`src/rtl/core/tcch_pkg.sv`:
```
// ----------------------------------------------------------------------------
// tcch_pkg: shared types and constants for the compass heading block
// Beat layout, queue sizing, CORDIC angle table and turn constants.
// ----------------------------------------------------------------------------
`default_nettype none

package tcch_pkg;

	localparam int ISQ_STEPS    = 20;   // root bits, one per stage
	localparam int CORDIC_STEPS = 20;
	localparam int NSTG         = 50;   // back stages ahead of the output register
	localparam int FIFO_DEPTH   = 4;
	localparam int FIFO_AW      = 2;

	localparam logic [12:0] OFFSET_RESET = 13'd176;   // 11 degrees
	localparam logic [14:0] TURN_16THS   = 15'd5760;

	// angles in 1/65536 degree
	localparam logic signed [26:0] FULL_TURN    = 27'sd23592960;
	localparam logic signed [26:0] HALF_TURN    = 27'sd11796480;
	localparam logic signed [26:0] QUARTER_TURN = 27'sd5898240;

	typedef struct packed {
		logic               bad;
		logic signed [15:0] ax;
		logic signed [15:0] ay;
		logic signed [15:0] az;
		logic signed [15:0] mx;
		logic signed [15:0] my;
		logic signed [15:0] mz;
	} item_t;

	// atan(2^-i) in 1/65536 degree
	function automatic logic signed [25:0] atan_lut(input logic [4:0] i);
		logic signed [25:0] v;
		begin
			case (i)
				5'd0:  v = 26'sd2949120;
				5'd1:  v = 26'sd1740967;
				5'd2:  v = 26'sd919879;
				5'd3:  v = 26'sd466945;
				5'd4:  v = 26'sd234379;
				5'd5:  v = 26'sd117304;
				5'd6:  v = 26'sd58666;
				5'd7:  v = 26'sd29335;
				5'd8:  v = 26'sd14668;
				5'd9:  v = 26'sd7334;
				5'd10: v = 26'sd3667;
				5'd11: v = 26'sd1833;
				5'd12: v = 26'sd917;
				5'd13: v = 26'sd458;
				5'd14: v = 26'sd229;
				5'd15: v = 26'sd115;
				5'd16: v = 26'sd57;
				5'd17: v = 26'sd29;
				5'd18: v = 26'sd14;
				5'd19: v = 26'sd7;
				default: v = 26'sd0;
			endcase
			return v;
		end
	endfunction

endpackage

`default_nettype wire

```
`src/rtl/core/tcch_front.sv`:
```
// ----------------------------------------------------------------------------
// tcch_front: input classifier
// Flags a zero accelerometer and scales the accel vector so its largest
// magnitude lands in 2^14..2^15.
// ----------------------------------------------------------------------------
`default_nettype none

module tcch_front (
	input  tcch_pkg::item_t raw,
	output tcch_pkg::item_t cls
);

	logic [16:0] max_x, max_y, max_z, amax;
	logic [3:0]  shamt;

	function automatic logic [16:0] mag16(input logic [15:0] v);
		return v[15] ? (17'd0 - {1'b1, v}) : {1'b0, v};
	endfunction

	always_comb begin
		max_x = mag16(raw.ax);
		max_y = mag16(raw.ay);
		max_z = mag16(raw.az);
		amax  = max_x;
		if (max_y > amax) amax = max_y;
		if (max_z > amax) amax = max_z;
		// left shift that brings the top set bit to bit 14
		shamt = 4'd0;
		for (int i = 0; i < 14; i++) begin
			if (amax[i]) shamt = 4'(14 - i);
		end
		if (amax[16:14] != 3'd0) shamt = 4'd0;
	end

	always_comb begin
		cls     = raw;
		cls.bad = (amax == 17'd0);
		cls.ax  = raw.ax <<< shamt;
		cls.ay  = raw.ay <<< shamt;
		cls.az  = raw.az <<< shamt;
	end

endmodule

`default_nettype wire

```
`config.mk`:
```
export PLATFORM = sky130hd
export DESIGN_NAME = tcch_front
export DESIGN_NICKNAME = d
export VERILOG_FILES = /design/src/rtl/core/tcch_pkg.sv /design/src/rtl/core/tcch_front.sv
export SDC_FILE = /design/constraint.sdc
export NUM_CORES = 1
export LEC_CHECK = 0
export BUFFER_PORTS_ARGS = -buffer_cell sky130_fd_sc_hd__clkbuf_2
export CAP_MARGIN = 5
export CELL_PAD_IN_SITES_DETAIL_PLACEMENT = 0
export CELL_PAD_IN_SITES_GLOBAL_PLACEMENT = 2
export CORE_ASPECT_RATIO = 0.8
export CORE_UTILIZATION = 28
export DETAILED_ROUTE_END_ITERATION = 16
export PLACE_DENSITY_LB_ADDON = 0.1
export SLEW_MARGIN = 20
export SYNTH_ARGS = -nofsm -noshare
export SYNTH_HDL_FRONTEND = slang
export SYNTH_SLANG_ARGS = --single-unit
```
`constraint.sdc`:
```
create_clock -name vclk -period 14.2
set_clock_uncertainty 0.1 [all_clocks]
set_input_delay 2.13 -clock vclk [all_inputs]
set_output_delay 2.13 -clock vclk [all_outputs]
set_load 0.005 [all_outputs]
```
* Word-level counts from Yosys, hierarchy flattened *
Cells that the tools add are included.

cells by class
  add/subtract/negate cells = 3
  order comparisons = 2
  shifts and indexed selects = 3
  mux-type cells = 20
  reductions and logical operators = 2

operators by type and width
  operator                                            number
  2-to-1 mux 17 bit                                   5
  2-to-1 mux 4 bit                                    15
  subtractor 1 x 17 -> 17 bit (first input constant)  3
  <<< shifter 16 x 4 -> 16 bit                        3
  > comparator 17 bit                                 2
  zero test 17 bit                                    1
  nonzero test 3 bit                                  1

word-level totals
  bits in registers = 0
  input port bits = 97
  output and inout bits = 97
  logic and storage cells = 30

* Logic depth before layout (Yosys ltp) *
Gate-level depths: netlist (run 1).

  depth in word-level cells = 22
  gate-level depth with buffers = 35
  depth with buffers taken out = 27

* Worst setup path after synthesis (run 1) *
OpenSTA, ideal clock, no wires.

  kind = input-to-output
  start = in raw[71] (netlist name)
  end = out cls[60] (netlist name)
  data arrival time = 9.274 ns
  data required time = 11.970 ns
  slack = 2.696 ns
  stages = 29
  buffers on the path = 5
  cells stage by stage = clkbuf_1 -> or4_1 -> or4_1 -> o31ai_1 -> xnor2_1 -> ha_1 -> nand4_1 -> or4_1 -> a2bb2oi_1 -> and3_1 -> buf_2 -> buf_2 -> o21ai_0 -> o21ai_0 -> ha_1 -> nor2b_1 -> o21bai_1 -> a311o_1 -> a31oi_1 -> clkbuf_1 -> clkbuf_1 -> a31oi_1 -> a22oi_1 -> nand3_1 -> o21ai_2 -> nand2_2 -> mux2i_1 -> a32o_1 -> a2111oi_1

RTL lines
  what                line              source
  start: declaration  tcch_front.sv:9   input tcch_pkg::item_t raw,
  end: declaration    tcch_front.sv:10  output tcch_pkg::item_t cls

==> results of run 1 <==
[synthesized netlist by cell type (4+ instances only)]
master     instances  area share, %
o21ai_0           65            6.0
nand2_1           53            3.7
nand3_1           53            4.9
buf_4             51            7.0
clkbuf_1          41            2.8
mux2i_1           40            7.4
ha_1              37            8.5
a21oi_1           31            2.9
nor2_1            28            1.9
nor3_1            23            2.1
xnor2_1           22            3.5
inv_1             18            1.2
nand4_1           18            2.1
xor2_1            17            2.7
mux2_2            14            2.9
o2bb2ai_1         14            2.3
buf_2             13            1.2
o31ai_1           13            1.8
and2_1            12            1.4
o211ai_1          12            1.7
a31oi_1           11            1.3
a211oi_1          10            1.4
a22oi_1            9            1.2
a311oi_1           9            1.5
and3_1             9            1.0
nor4_1             9            1.0
o41ai_1            9            1.5
or3_1              9            1.0
or4_1              9            1.2
a21o_1             8            1.1
nand2b_1           8           0.92
a22o_1             6           0.97
buf_6              6            1.2
o22ai_1            6           0.69
nor2b_1            5           0.58
a2111oi_1          4           0.74
a211o_1            4           0.64
a221oi_1           4           0.64
o21ai_1            4           0.37
o221ai_1           4           0.64
[where the power goes]
part / total, mW / internal, mW / switching [mW]
registers: 0 / 0 / 0
logic: 0.761 / 0.295 / 0.466
clock network: 0 / 0 / 0
total: 0.761 / 0.295 / 0.466
[area by class of cell]
| class | count | area [sq um] |
|---|---|---|
| Fill cell | 2182 | 13190 |
| Multi-Input combinational cell | 658 | 4720 |
| Timing Repair Buffer | 120 | 670.6 |
| Tap cell | 258 | 322.8 |
| Inverter | 19 | 71.32 |
[per-stage QoR]
stage / instance area (sq um) / hold slack, ns / total power [mW] / setup slack, ns
floorplan: 5441 / 4.241 / 0.4981 / 2.696
global placement: 5784 / 4.160 / 0.7497 / 0.9805
detailed placement: 5784 / 4.160 / 0.7508 / 0.9116
CTS: 5784 / 4.160 / 0.7539 / 0.9027
global route: 5784 / 4.160 / 0.8283 / 0.2883
finish: 5784 / 4.160 / 0.7610 / 0.7961
[per-layer routing]
| layer | global-route usage [%] | vias up | wire (um) |
|---|---|---|---|
| met5 | 0 | - | 0 |
| met4 | 3.941 | 0 | 293 |
| met3 | 1.845 | 40 | 1757 |
| met2 | 37.03 | 279 | 10780 |
| met1 | 38.01 | 3155 | 12280 |
| li1 | - | 3013 | - |
[kinds of logic after synthesis]
kind of cell | Yosys count | synth area share (%)
AOI/OAI and AO/OA | 268 | 35.83
xor gates and xnor gates | 39 | 6.286
adders and majority gates | 37 | 8.519
buffers and inverters | 132 | 13.77
muxes | 54 | 10.27
other | 2 | 0.1382
and+or+nand+nor | 256 | 25.19
[worst min path at each step]
| stage | startpoint | end | slack (ns) | cells after the start |
|---|---|---|---|---|
| after CTS | raw[0] | cls[0] | 4.16 | 0 |
| after global placement | raw[0] | cls[0] | 4.16 | 0 |
| after global routing | raw[12] | cls[12] | 4.16 | 0 |
| final | raw[12] | cls[12] | 4.16 | 0 |
| after floorplan | raw[0] | cls[0] | 4.24 | 1 |
| after detailed placement | raw[0] | cls[0] | 4.16 | 0 |
==> run summary, run 1 <==
Status = finished clean
Final-stage net count = 933
Clk_buf instances = 0
Die height = 126.6 um
Final setup fails = 0
Storage element area = 0 sq um
# hold bufs at CTS = 0
Unrepaired setup endpoints after global routing = false
CP Depth = 26
Crit-path max cell delay = 0.81 ns
Fin. max-slew vios = 0
Crit path kind = in -> out
VDD IR-drop max = 51.23 uV
Final wirelength = 25110 um
Mapped Area = 0.005434 sq mm
Final GP Congestion = 0.8612
Initial Util = 28.64%
Launch point of the critical path = raw[73]
First-pass GRT wire length = 37920 um
Pin count of the biggest net entering global routing = 31
Core Box Area = 0.01897 sq mm
Final worst-path cycle share = 94.39%
# IOs = 194
Most frequent cells in the layout = clkbuf_2, o21ai_0, nand2_1, nand3_1, mux2i_1
Total GRT Usage = 24.63%
Vias in the first global route = 6213
1st-pass router iterations = 5
Yosys cell types = 86
Vias per cell = 6.149
Most frequent cell on the critical path = or4_1
Power Density = 131.6 mW/mm^2
Mapped Avg Cell Area = 6.896 sq um
FP Rows = 45
Worst Max-Slew Pin Slew = 0.9864 ns
Setup TNS = 0 ns
Via count = 6487
Sequential cell area fraction in the yosys report = 0%
FMAX = 74.61 MHz
Drt initial violations = 512
Crit path max-delay family = simple AND/OR/NAND/NOR gates
Layout cells sized above 1 = 20.20%
Remaining Overflow, GRT = 0
CP Capture Type = output pin
Startpoint types = input port
Residual DRC = 0
Cts repair resizes = 0
Worst relative slew slack = 33.80%
Critical Path End = cls[61]
Worst Path Buf+Inv = 3
I/O Buffers = 97
Yosys warnings = 0
Required @ worst endpoint = 11.97 ns
Crit-path max FO = 21
Total setup buffers inserted after CTS = 0
Max_cap viols = 0
DR WL/cell = 23.80 um
Final Hold Viols = 0
Critical Path AT = 11.17 ns
Slowest stage cell, crit path = o21ai_1
Post-DP HPWL = 20120 um
Seq cells = 0
Commonest non-fill, non-tap cell in the layout = clkbuf_2
Antenna diodes = 0
Initial antenna violation count = 0
Die W = 157.8 um
Post-Synthesis Cells = 788
Cell total after placement = 1055
Leak Pwr = 2.240 nW
Die area = 0.01997 sq mm
Routed Antenna Nets = 0
Post-layout util = 30.48%
Fin cells = 1055
Area growth, synth to finish = 6.447%
Period minus WS final = 13.40 ns
Hold Path Class = in -> out
Note: power is estimated with default switching activity, not from simulation.
==> run 2, diff against run 1 <==
==> constraint.sdc (replaced) <==
create_clock -name vclk -period 14.2
set_clock_uncertainty 0.1 [all_clocks]
set_input_delay 2.13 -clock vclk [all_inputs]
set_output_delay 2.13 -clock vclk [all_outputs]
set_load 0.05 [all_outputs]
==> run summary, run 2 (synthesis gave the netlist of run 1 again) <==
Final-stage net count = 933 (unchanged)
Pin count of the biggest net entering global routing = 31 (unchanged)
Crit path kind = in -> out
Clk_buf instances = 0 (unchanged)
Max_cap viols = 0 (unchanged)
Leak Pwr = 2.240 nW (about the same)
Total GRT Usage = 24.85% (+0.22 points)
Drt initial violations = 580 (+13%)
VDD IR-drop max = 102.5 uV (+100%)
CP Capture Type = output pin
FP Rows = 45 (unchanged)
Residual DRC = 0 (unchanged)
Most frequent cells in the layout = clkbuf_2, o21ai_0, nand2_1, nand3_1, mux2i_1
Fin. max-slew vios = 0 (unchanged)
Seq cells = 0 (unchanged)
Core Box Area = 0.01897 sq mm (unchanged)
FMAX = 73.44 MHz (-1.6%)
Area growth, synth to finish = 6.493% (about the same)
DR WL/cell = 23.88 um (+0.36%)
Hold Path Class = in -> out
Post-layout util = 30.50% (about the same)
Required @ worst endpoint = 11.97 ns (about the same)
Status = finished clean
# hold bufs at CTS = 0 (unchanged)
I/O Buffers = 97 (unchanged)
Storage element area = 0 sq um (unchanged)
Post-DP HPWL = 20310 um (+0.93%)
Vias in the first global route = 6188 (-0.40%)
Initial antenna violation count = 0 (unchanged)
Worst Max-Slew Pin Slew = 1.058 ns (+0.07189 ns)
Layout cells sized above 1 = 20.33% (+0.13 points)
Vias per cell = 6.235 (+1.4%)
Final Hold Viols = 0 (unchanged)
Final GP Congestion = 0.8905 (+3.4%)
Total chip power = 1.072 mW (+41%)
Critical Path AT = 11.39 ns (+0.22 ns)
Final worst-path cycle share = 95.89% (+1.5 points)
Die height = 126.6 um (unchanged)
# IOs = 194 (unchanged)
Power Density = 185.3 mW/mm^2 (+41%)
Commonest non-fill, non-tap cell in the layout = clkbuf_2
Startpoint types = input port
1st-pass router iterations = 9 (+4)
Setup TNS = 0 ns (unchanged)
Final setup fails = 0 (unchanged)
Period minus WS final = 13.62 ns (+0.2124 ns)
Unrepaired setup endpoints after global routing = false
Hold WS = 4.160 ns (+0.00002000 ns)
Die W = 157.8 um (unchanged)
Routed Antenna Nets = 0 (unchanged)
Remaining Overflow, GRT = 0 (unchanged)
Worst relative slew slack = 28.98% (-4.8 points)
Die area = 0.01997 sq mm (unchanged)
First-pass GRT wire length = 38230 um (+0.82%)
Via count = 6584 (+1.5%)
Crit-path max FO = 18 (-14%)
Initial Util = 28.64% (unchanged)
Final wirelength = 25220 um (+0.45%)
[run 2: cell type report]
class | instances | area [sq um]
inverter | 19 | 71.32
multi-input combinational | 658 | 4720
timing repair buffer | 120 | 670.6
fill | 2166 | 13190
tap | 258 | 322.8
antenna | 1 | 2.502
[run 2: final timing paths]
check	start	to	slack, ns	cells after the start
setup / recovery	raw[73]	cls[94]	0.58	27
hold / removal	raw[40]	cls[40]	4.16	0
[run 2: report_power, final]
| group | switching, mW | internal, mW | total (mW) |
|---|---|---|---|
| clock network | 0 | 0.000000000909 | 0.000000000918 |
| registers | 0 | 0 | 0 |
| logic | 0.776 | 0.296 | 1.07 |
[run 2: layer usage]
layer	vias up	part of all wire, %	global-route usage (%)
met2	302	42	36.87
met1	3211	51	39.06
li1	3016	-	-
met3	55	5.3	1.196
met4	0	1.8	4.169
met5	-	0	0
[run 2: stage by stage]
stage	setup slack (ns)	area (sq um)	instances
after floorplan	1.300	5441	790
after global placement	0.6577	5784	1055
after detailed placement	0.5700	5784	1055
after CTS	0.5606	5784	1055
after global routing	0.06514	5784	1055
final	0.5837	5787	1056
[run 2: worst max-delay path, stage by stage]
cell       delay [ns]
clkbuf_2         0.15
or4_1            0.64
or4_1            0.49
o31ai_1          0.33
xnor2_1          0.18
ha_1             0.33
nand4_1          0.26
or4_1            0.62
a2bb2oi_1        0.20
nand3_1          0.25
nand2_1          0.40
o21ai_0          0.56
ha_1             0.23
nand4_1          0.12
or4_1            0.54
mux2i_1          0.18
a31o_2           0.42
nand2b_1         0.10
o221ai_1         0.52
o211ai_1         0.26
a2111oi_4        0.57
or2_2            0.46
nor3_2           0.15
buf_4            0.24
a22o_1           0.20
a2111oi_1        0.47
clkbuf_2         0.36
[run 2: timing repair]
| action | 4_1_cts | 5_1_grt |
|---|---|---|
| setup buffers | 0 | 0 |
| gates resized for setup | 0 | 1 |
| setup endpoints to repair | 0 | 4 |
