**config.mk**
```make
export PLATFORM = sky130hd
export DESIGN_NAME = tcch_fifo
export DESIGN_NICKNAME = d
export VERILOG_FILES = /design/src/rtl/core/tcch_pkg.sv /design/src/rtl/core/tcch_fifo.sv
export SDC_FILE = /design/constraint.sdc
export NUM_CORES = 1
export LEC_CHECK = 0
export BUFFER_PORTS_ARGS = -buffer_cell sky130_fd_sc_hd__buf_2
export CAP_MARGIN = 10
export CORE_MARGIN = 2
export CORE_UTILIZATION = 49
export CTS_CLUSTER_SIZE = 16
export DETAILED_ROUTE_END_ITERATION = 10
export PLACE_DENSITY = 0.82
export SLEW_MARGIN = 20
export SYNTH_ARGS = -nofsm -noshare
export SYNTH_HDL_FRONTEND = slang
export SYNTH_SLANG_ARGS = --single-unit
```
**constraint.sdc**
```tcl
create_clock -name clk -period 3.8 [get_ports clk]
set_input_delay 0.38 -clock clk [delete_from_list [all_inputs] [get_ports clk]]
set_output_delay 0.38 -clock clk [all_outputs]
set_load 0.1 [all_outputs]
```
**src/rtl/core/tcch_pkg.sv**
```systemverilog
// ----------------------------------------------------------------------------
// tcch_pkg: shared types and constants for the compass heading block
// Beat layout, queue sizing, CORDIC angle table and turn constants.
// ----------------------------------------------------------------------------
`default_nettype none

package tcch_pkg;

	localparam int ISQ_STEPS    = 20;   // root bits, one per stage
	localparam int CORDIC_STEPS = 20;
	localparam int NSTG         = 50;   // back stages ahead of the output register
	localparam int FIFO_DEPTH   = 4;
	localparam int FIFO_AW      = 2;

	localparam logic [12:0] OFFSET_RESET = 13'd176;   // 11 degrees
	localparam logic [14:0] TURN_16THS   = 15'd5760;

	// angles in 1/65536 degree
	localparam logic signed [26:0] FULL_TURN    = 27'sd23592960;
	localparam logic signed [26:0] HALF_TURN    = 27'sd11796480;
	localparam logic signed [26:0] QUARTER_TURN = 27'sd5898240;

	typedef struct packed {
		logic               bad;
		logic signed [15:0] ax;
		logic signed [15:0] ay;
		logic signed [15:0] az;
		logic signed [15:0] mx;
		logic signed [15:0] my;
		logic signed [15:0] mz;
	} item_t;

	// atan(2^-i) in 1/65536 degree
	function automatic logic signed [25:0] atan_lut(input logic [4:0] i);
		logic signed [25:0] v;
		begin
			case (i)
				5'd0:  v = 26'sd2949120;
				5'd1:  v = 26'sd1740967;
				5'd2:  v = 26'sd919879;
				5'd3:  v = 26'sd466945;
				5'd4:  v = 26'sd234379;
				5'd5:  v = 26'sd117304;
				5'd6:  v = 26'sd58666;
				5'd7:  v = 26'sd29335;
				5'd8:  v = 26'sd14668;
				5'd9:  v = 26'sd7334;
				5'd10: v = 26'sd3667;
				5'd11: v = 26'sd1833;
				5'd12: v = 26'sd917;
				5'd13: v = 26'sd458;
				5'd14: v = 26'sd229;
				5'd15: v = 26'sd115;
				5'd16: v = 26'sd57;
				5'd17: v = 26'sd29;
				5'd18: v = 26'sd14;
				5'd19: v = 26'sd7;
				default: v = 26'sd0;
			endcase
			return v;
		end
	endfunction

endpackage

`default_nettype wire

```
**src/rtl/core/tcch_fifo.sv**
```systemverilog
// ----------------------------------------------------------------------------
// tcch_fifo: short item queue
// Register queue between the classifier and the datapath.
// ----------------------------------------------------------------------------
`default_nettype none

module tcch_fifo (
	input  logic            clk,
	input  logic            arst_n,
	input  logic            push,
	input  tcch_pkg::item_t wdata,
	output logic            full,
	input  logic            pop,
	output logic            nonempty,
	output tcch_pkg::item_t rdata
);

	tcch_pkg::item_t                mem_q [0:tcch_pkg::FIFO_DEPTH-1];
	logic [tcch_pkg::FIFO_AW-1:0]   wr_q, rd_q;
	logic [tcch_pkg::FIFO_AW:0]     cnt_q;

	assign full     = (cnt_q == (tcch_pkg::FIFO_AW+1)'(tcch_pkg::FIFO_DEPTH));
	assign nonempty = (cnt_q != '0);
	assign rdata    = mem_q[rd_q];

	always_ff @(posedge clk) begin
		if (push) mem_q[wr_q] <= wdata;
	end

	always_ff @(posedge clk or negedge arst_n) begin
		if (!arst_n) begin
			wr_q  <= '0;
			rd_q  <= '0;
			cnt_q <= '0;
		end else begin
			if (push) wr_q <= wr_q + 1'b1;
			if (pop) rd_q <= rd_q + 1'b1;
			case ({push, pop})
				2'b10:   cnt_q <= cnt_q + 1'b1;
				2'b01:   cnt_q <= cnt_q - 1'b1;
				default: cnt_q <= cnt_q;
			endcase
		end
	end

endmodule

`default_nettype wire

```
=== Word-level counts from Yosys, hierarchy flattened ===
Memories as Yosys holds them, arrays and structs flattened.
Index checks and enable logic that the tools add are counted.

* Reductions and logical operators: 2
* $add $sub $neg: 4
* Eq/ne operators: 3
* Muxes and demuxes: 3

{| class="wikitable"
|+ Operators by type and width
! operator !! number
|-
| $pmux 3 s2 || 1
|-
| $add 2x1->2 const B || 2
|-
| $add 3x1->3 const B || 1
|-
| $eq 3x3->1 const B || 1
|-
| $reduce_bool 3->1 || 1
|-
| $sub 3x1->3 const B || 1
|-
| $eq 2x1->1 const B || 1
|-
| $eq 2x2->1 const B || 1
|-
| $mux 1 || 2
|-
| $reduce_bool 2->1 || 1
|}

* Logic and storage cells: 16
* Register bits: 7
* Output and inout bits: 99
* Memories kept: 1
* Input port bits: 101
* RAM bits: 388

{| class="wikitable"
|+ Memory list
! memory !! words !! bits a word !! read ports !! clocked after Yosys merged registers in !! write ports !! line !! RTL
|-
| mem_q || 4 || 97 || 1 || 0 || 1 || tcch_fifo.sv:18 || <nowiki>tcch_pkg::item_t mem_q [0:tcch_pkg::FIFO_DEPTH-1];</nowiki>
|}

=== Longest topological paths before layout ===
Gate-level depths: netlist of the first run.

* Word-level depth: 2
* Mapped depth: 7
* Depth with buffers taken out: 7

=== Least setup slack after synthesis of the first run ===
Ideal clock, no wire load.

* Path type: register -> register
* Start point: register wr_q[0] (netlist bit)
* End point: memory mem_q[0][0] (netlist bit), enable pin
* Arrival: 2.865 ns
* Setup time: 0.466 ns
* Clock period less this slack: 3.331 ns
* Stages on the path, launching flop included: 4
* Setup slack: 0.469 ns
* Buffers on the path: 0
* Data required time: 3.334 ns
* Cell sequence: dfrtp_1 -> inv_1 -> ha_1 -> and2_1

{| class="wikitable"
|+ RTL lines
! element !! line !! RTL
|-
| from (decl) || tcch_fifo.sv:19 || <nowiki>logic [tcch_pkg::FIFO_AW-1:0] wr_q, rd_q;</nowiki>
|-
| from (signal assigned) || tcch_fifo.sv:36 || <nowiki>if (push) wr_q <= wr_q + 1'b1;</nowiki>
|-
| to (decl) || tcch_fifo.sv:18 ||
|}

No word-level cell before the write port.

==> results of run 1 <==
## through the flow
step	area [sq um]	setup WS, ns	hold slack, ns
final	17100	0.763	0.0756
after global routing	17100	0.547	0.0525
after CTS	17100	0.675	0.0559
after detailed placement	15900	1.23	0.223
after global placement	15900	1.24	0.222
after floorplan	14400	0.469	0.0844
## Yosys cell counts, types with 2 or more instances
cell,count
sky130_fd_sc_hd__and2_1,4
sky130_fd_sc_hd__buf_2,12
sky130_fd_sc_hd__clkbuf_1,6
sky130_fd_sc_hd__dfrtp_1,7
sky130_fd_sc_hd__edfxtp_1,388
sky130_fd_sc_hd__ha_1,5
sky130_fd_sc_hd__inv_1,6
sky130_fd_sc_hd__mux4_2,97
sky130_fd_sc_hd__nand2_1,2
sky130_fd_sc_hd__xnor2_1,2
sky130_fd_sc_hd__xor2_1,4
## metal layers
| metal | share of wire | vias to the layer above |
|---|---|---|
| li1 | - | 2804 |
| met1 | 0.39 | 3323 |
| met2 | 0.51 | 215 |
| met3 | 0.072 | 57 |
| met4 | 0.026 | 6 |
| met5 | 0.0017 | - |
## worst max-delay path, delay by kind of cell (launching register included)
family                 cells  cell delay, ns
buffers and inverters      2            0.76
flip-flops                 1            0.78
multiplexers               1            0.57
## layout make-up
cell class	count	share of cell area
diodes	2	0.000293
repair buffers	209	0.0672
flip-flops and latches	395	0.692
clock buffers	48	0.0615
inverters	6	0.00132
clock inverters	23	0.00966
well taps	384	0.0281
multi-input cells	120	0.140
## flip-flops by register name, summed over array words and instances (netlist names)
register,cells
wr_q,2
rd_q,2
mem_q,388
cnt_q,3
## cell families after synthesis
logic type      share of synthesized area
compound gates                   0.000348
xor+xnor                          0.00366
fa+ha+maj                         0.00575
buf+inv                            0.0111
flops                               0.823
mux                                 0.153
simple gates                      0.00340
## how the worst max path moves through the flow
stage	from	to	depth (start not counted)
detailed placement	rd_q[0]	rdata[52]	3
floorplan	wr_q[0]	mem_q[0][0]	3
global route	rd_q[0]	rdata[51]	3
finish	rd_q[0]	rdata[51]	3
CTS	rd_q[0]	rdata[52]	3
global placement	rd_q[0]	rdata[52]	3
==> metrics list, run 1 <==
- Worst reg-to-reg setup slack: 1.71 ns
- The flow ran to the end, and the final reports show no timing, DRC or antenna violations.
- The library cells used most frequently in the layout, excluding fill and tap cells, are 388 x sky130_fd_sc_hd__edfxtp_1, 199 x sky130_fd_sc_hd__buf_2, 97 x sky130_fd_sc_hd__mux4_2.
- Post-synthesis cell area: 0.0144 sq mm
- Relative to the synthesized area, the layout overhead comes to 19.0%.
* Source of the worst register-to-register timing path: wr_q[0]
- Core region area: 0.0288 sq mm
* Total Routed Length: 25,800 microns
- In this run the tool buffered the top-level ports with 199 buffer cells.
- Startpoint of the lowest-slack hold path: wdata[1]
- Endpoint type of the worst setup path: output pin
- The multi-input combinational cells in the finished layout cover a total of 0.00239 sq mm.
- The count of nets left with antenna violations once routing finished came out at 0.
* Max Cap Viol: 0
- Slew headroom: 0.463
- The Yosys step of the flow raised 0 warnings.
- After global routing, the most crowded layer is met2.
* Critical path start-end classification: reg2out
- Using the TritonRoute via totals, the vias-per-cell ratio works out to 5.40.
- Total I/O pin count: 200
- The congestion estimate from routability-driven global placement came to 0.689.
* Critical R2R Capture: mem_q[0][55]
* Worst-case clock buffer depth: 3
* Number of buffers added to fix hold violations after cts: 1
- Final cell utilization of the core: 0.594
- Main flop type after synthesis: sky130_fd_sc_hd__edfxtp_1
- The critical path goes through buf_4, mux4_2, buf_2.
- In the final design database the tool counted 879 nets.
- The count of final hold-check violations was 0.
* Placed instance count: 1,113
* Largest driver fanout on the critical path: 25
* Setup clock skew after layout: 0.0155 ns
- For the final routed database, the setup TNS stands at 0 ns.
* Die H: 175 microns
* Number of cells traversed by the worst hold path: 1
- In the post-synthesis netlist, the biggest area contributors are sky130_fd_sc_hd__edfxtp_1 81%, sky130_fd_sc_hd__mux4_2 15%, sky130_fd_sc_hd__dfrtp_1 1.2%.
- The H-tree was split into 2 levels.
- Starting density of the core: 0.499
* Flop and latch count out of synthesis: 395
- Counting the fill cells in the layout gives 2,016.
- Leaving out fill and tap cells, the most frequent cell in the layout is sky130_fd_sc_hd__edfxtp_1.
- Synthesized Nets: 650
* Number of gates resized after cts: 0
- Global-route congestion overflow total: 0
* Number of cell instances on the worst register-to-register path: 4
* Fraction of final layout cells with drive strength greater than 1: 0.453
* Final Setup Violations: 0
- Biggest area consumer among synthesized cells: sky130_fd_sc_hd__edfxtp_1
- Average routed wire per standard cell: 21.7 microns
- TritonCTS built the clock tree.
- Clock tree synthesis selected as its root buffer the cell sky130_fd_sc_hd__clkbuf_16.
- In this run the horizontal extent of the chip is 175 microns.
- The share of synthesized area in the top cell type comes to 0.811.
- Initial antenna violation count: 5
- The sequential cells in the finished layout cover a total of 0.0118 sq mm.
- Cells after Synth: 543
- The worst setup path is launched from a flop.
* Clock latency on the worst-skew pair: 0.51 ns
- Shortest clock period the worst path allows after layout: 3.04 ns
- After the first detailed-routing iteration, the DRC count stood at 475.
* Number of buffers inserted during clock tree synthesis: 40
- Maximum clock rate: 329 MHz
* Die outline area: 0.0307 sq mm
- In this run the post-CTS setup repair buffer count came out at 0.
* Routed via count: 6,405
* Met3 usage in global routing: 0.0461
- WP data arrival: 2.66 ns
- For the worst setup path, the data required time is 3.42 ns.
* EDFF count, synth: 388
- Global Route met1 Usage: 0.223
- Fin. max-slew vios: 0
* Number of sinks on the clock net: 395
- Final period util: 0.799
* Synthesized area divided by synthesized cell count: 26.5 sq um
- The first global-routing pass estimated 39,800 microns of wire.
* Classification of the worst-slack hold path: in2reg
- The wire-length estimate of the detail-placed layout is 15,200 microns.
- Worst-Margin Slew: 0.805 ns
- Drt first pass iters: 5
- Non-filler instance count after layout: 1,187
- For met2 alone, demand over resource in global routing was 0.287.
- The floorplan has 62 rows.
* Largest stage delay, worst path: 0.78 ns
- The share of the Yosys chip area taken by registers is 0.823.
* Capture endpoint of the worst hold path: mem_q[3][1]
- Number of distinct library cell variants in the gate-level netlist after synthesis: 21
- Asr flop ratio synth: 0.0177
- Pin count of the biggest net entering global routing: 64
- The via count of the first global-routing pass is 6,875.
- Total Routing Usage GR: 0.172
- For this design, the slowest cell found on the critical path is sky130_fd_sc_hd__dfrtp_4.
- Setup repair after global routing left no endpoint under its margin.
- After clock tree synthesis, the clock-pin slew on the worst setup and hold paths is 0.06 ns.
- Number of DRC violations after detailed routing: 0
Power of run 1 is not shown: default switching activity piles up to over one toggle a cycle in this logic, so the estimate is an artifact.
==> run 2: changes to the inputs <==
Settings changed: PLACE_DENSITY 0.82 to 0.84.
Clock period 3.8 ns to 2.5 ns, I/O delays scaled along.
==> run 2 against run 1 <==
Clock-buffer cell count fell by 1. First-iteration DRC count grew 2.5%. Final cell count up 9.3%. Sequential cell count is the same. Core utilization rose by 4.8 points. Critical path type unchanged.
==> metrics list, run 2 (synthesized netlist as in run 1, its figures left out) <==
- Run status: finished clean
- # H-tree levels: 2
* Top flop regs: mem_q x388, cnt_q x3
* Global-route wire length before repair: 43,000 microns
- Counting instances, the worst hold path has a depth of 2.
- Total Routing Usage GR: 0.185
- Total Routed Length: 28,400 microns
- Routed via count: 6,849
* Detailed Place HPWL: 16,500 microns
- The number of clock buffers added by TritonCTS is 39.
- Clock-pin transition on the worst setup and hold timing paths: 0.06 ns
- Relative to the synthesized area, the layout overhead comes to 28.7%.
- Entering global routing, the biggest net connects 98 pins.
- In the final design database the tool counted 991 nets.
* Number of cell instances on the worst register-to-register path: 3
- Weighted congestion reported at the end of routability-driven placement: 0.697
- At the worst endpoint, the required time is 2.25 ns.
- Largest driver fanout on the critical path: 15
- Die outline area: 0.0307 sq mm
- Max-cap violations in this run came to 0.
* Starting density of the core: 0.499
- The worst setup path is launched from a flop.
- The via count of the first global-routing pass was 7,463.
* Average routed wire per standard cell: 21.9 microns
- Number of DRC violations after detailed routing: 0
- Flip-flop count of the largest register after layout: 388
- Number of nets with antenna violations after routing: 0
- Chip Width: 175 microns
- WP data arrival: 2.22 ns
- Most frequent standard cell in the layout excluding fill and tap cells: sky130_fd_sc_hd__edfxtp_1
- Critical R2R Capture: mem_q[3][35]
* Capture endpoint of the worst hold path: wr_q[0]
- Clock root buffer: sky130_fd_sc_hd__clkbuf_16
- Slew headroom: 0.483
- The floorplan has 62 rows.
- Most frequent cells in the layout: 388 x sky130_fd_sc_hd__edfxtp_1, 161 x sky130_fd_sc_hd__buf_2, 99 x sky130_fd_sc_hd__dlygate4sd3_1
- Fin. max-slew vios: 0
- Initial antenna violation count: 1
* Worst reg-to-reg setup slack: 0.78 ns
- Die H: 175 microns
* Unrepaired setup endpoints after global routing: true
* Drt first pass iters: 4
- Clock latency on the worst-skew pair: 0.51 ns
- Worst-case clock buffer depth: 3
- Final cell utilization of the core: 0.642
* Final period util: 0.988
- In this run the count of I/O pins placed on the die edge is 200.
- Classification of the worst-slack hold path: in2reg
* Final Setup Violations: 0
- Vias per cell: 5.28
* Shortest clock period the worst path allows after layout: 2.47 ns
* Final-layout fill cell count: 1,816
- Core region area: 0.0288 sq mm
- The number of antenna diodes in the final layout is 0.
- Number of I/O port buffers: 199
- TritonCTS built the clock tree.
- Register with the most flip-flops: mem_q
* Global-route congestion overflow total: 0
* Source of the worst register-to-register timing path: wr_q[0]
* Setup clock skew after layout: 0.0232 ns
- Violation count after the first detailed-route iteration: 487
- Timing would allow up to 405 MHz.
* Worst-Margin Slew: 0.776 ns
- Critical path start-end classification: reg2out
* Startpoint of the lowest-slack hold path: push
- Fraction of final layout cells with drive strength greater than 1: 0.419
- The count of final hold-check violations is 0.
* Endpoint type of the worst setup path: output pin
- Counting every sink on the clock net gives 395.
[run 2: per-stage QoR]
stage	cells	setup WS [ns]	hold WS (ns)	cell area (sq um)	setup TNS, ns
finish	1297	0.0298	0.0458	18500	0
detailed placement	1126	0.458	0.0930	16100	0
global route	1297	-0.0557	0.0546	18500	-0.0668
floorplan	543	0.241	-0.0456	14400	0
CTS	1296	0.00587	0.0291	18400	0
global placement	1126	0.497	0.0927	16100	0
[run 2: layout make-up]
| type | instances | area, sq um | area share |
|---|---|---|---|
| clock inverters | 23 | 265 | 0.0143 |
| repair buffers | 322 | 2440 | 0.132 |
| well taps | 384 | 480 | 0.0260 |
| multi-input cells | 120 | 2390 | 0.129 |
| flip-flops and latches | 395 | 11800 | 0.640 |
| clock buffers | 47 | 1050 | 0.0567 |
| inverters | 6 | 22.5 | 0.00122 |
[run 2: worst max path at each step]
| stage | depth (start not counted) | to | startpoint |
|---|---|---|---|
| detailed placement | 4 | rdata[25] | rd_q[0] |
| global route | 4 | rdata[61] | rd_q[0] |
| CTS | 3 | rdata[27] | rd_q[1] |
| floorplan | 3 | mem_q[2][0] | wr_q[0] |
| global placement | 3 | rdata[45] | rd_q[0] |
| finish | 4 | rdata[61] | rd_q[0] |
[run 2: what timing repair did]
item | in CTS | in global routing
buffers inserted | 1 | 1
hold endpoints to repair | 396 | 0
gates resized for setup | 11 | 43
endpoints found under the setup margin | 83 | 33
hold buffers | 99 | 0
pin swaps | 0 | 0
[run 2: routing by layer]
metal	global-route usage	wire length [microns]	vias up	part of all wire
li1	-	-	3018	-
met1	0.237	11200	3560	0.39
met3	0.0361	1590	43	0.056
met5	0	13	-	0.00046
met2	0.326	15100	226	0.53
met4	0.0493	532	2	0.019
[run 2: worst max-delay path, cell delays in order, from the launching register on]
cell and delay [ns]:
sky130_fd_sc_hd__dfrtp_4 0.47, sky130_fd_sc_hd__buf_12 0.19, sky130_fd_sc_hd__buf_12 0.19, sky130_fd_sc_hd__mux4_2 0.54
sky130_fd_sc_hd__clkbuf_4 0.30
Power of run 2 is left out for the same reason.
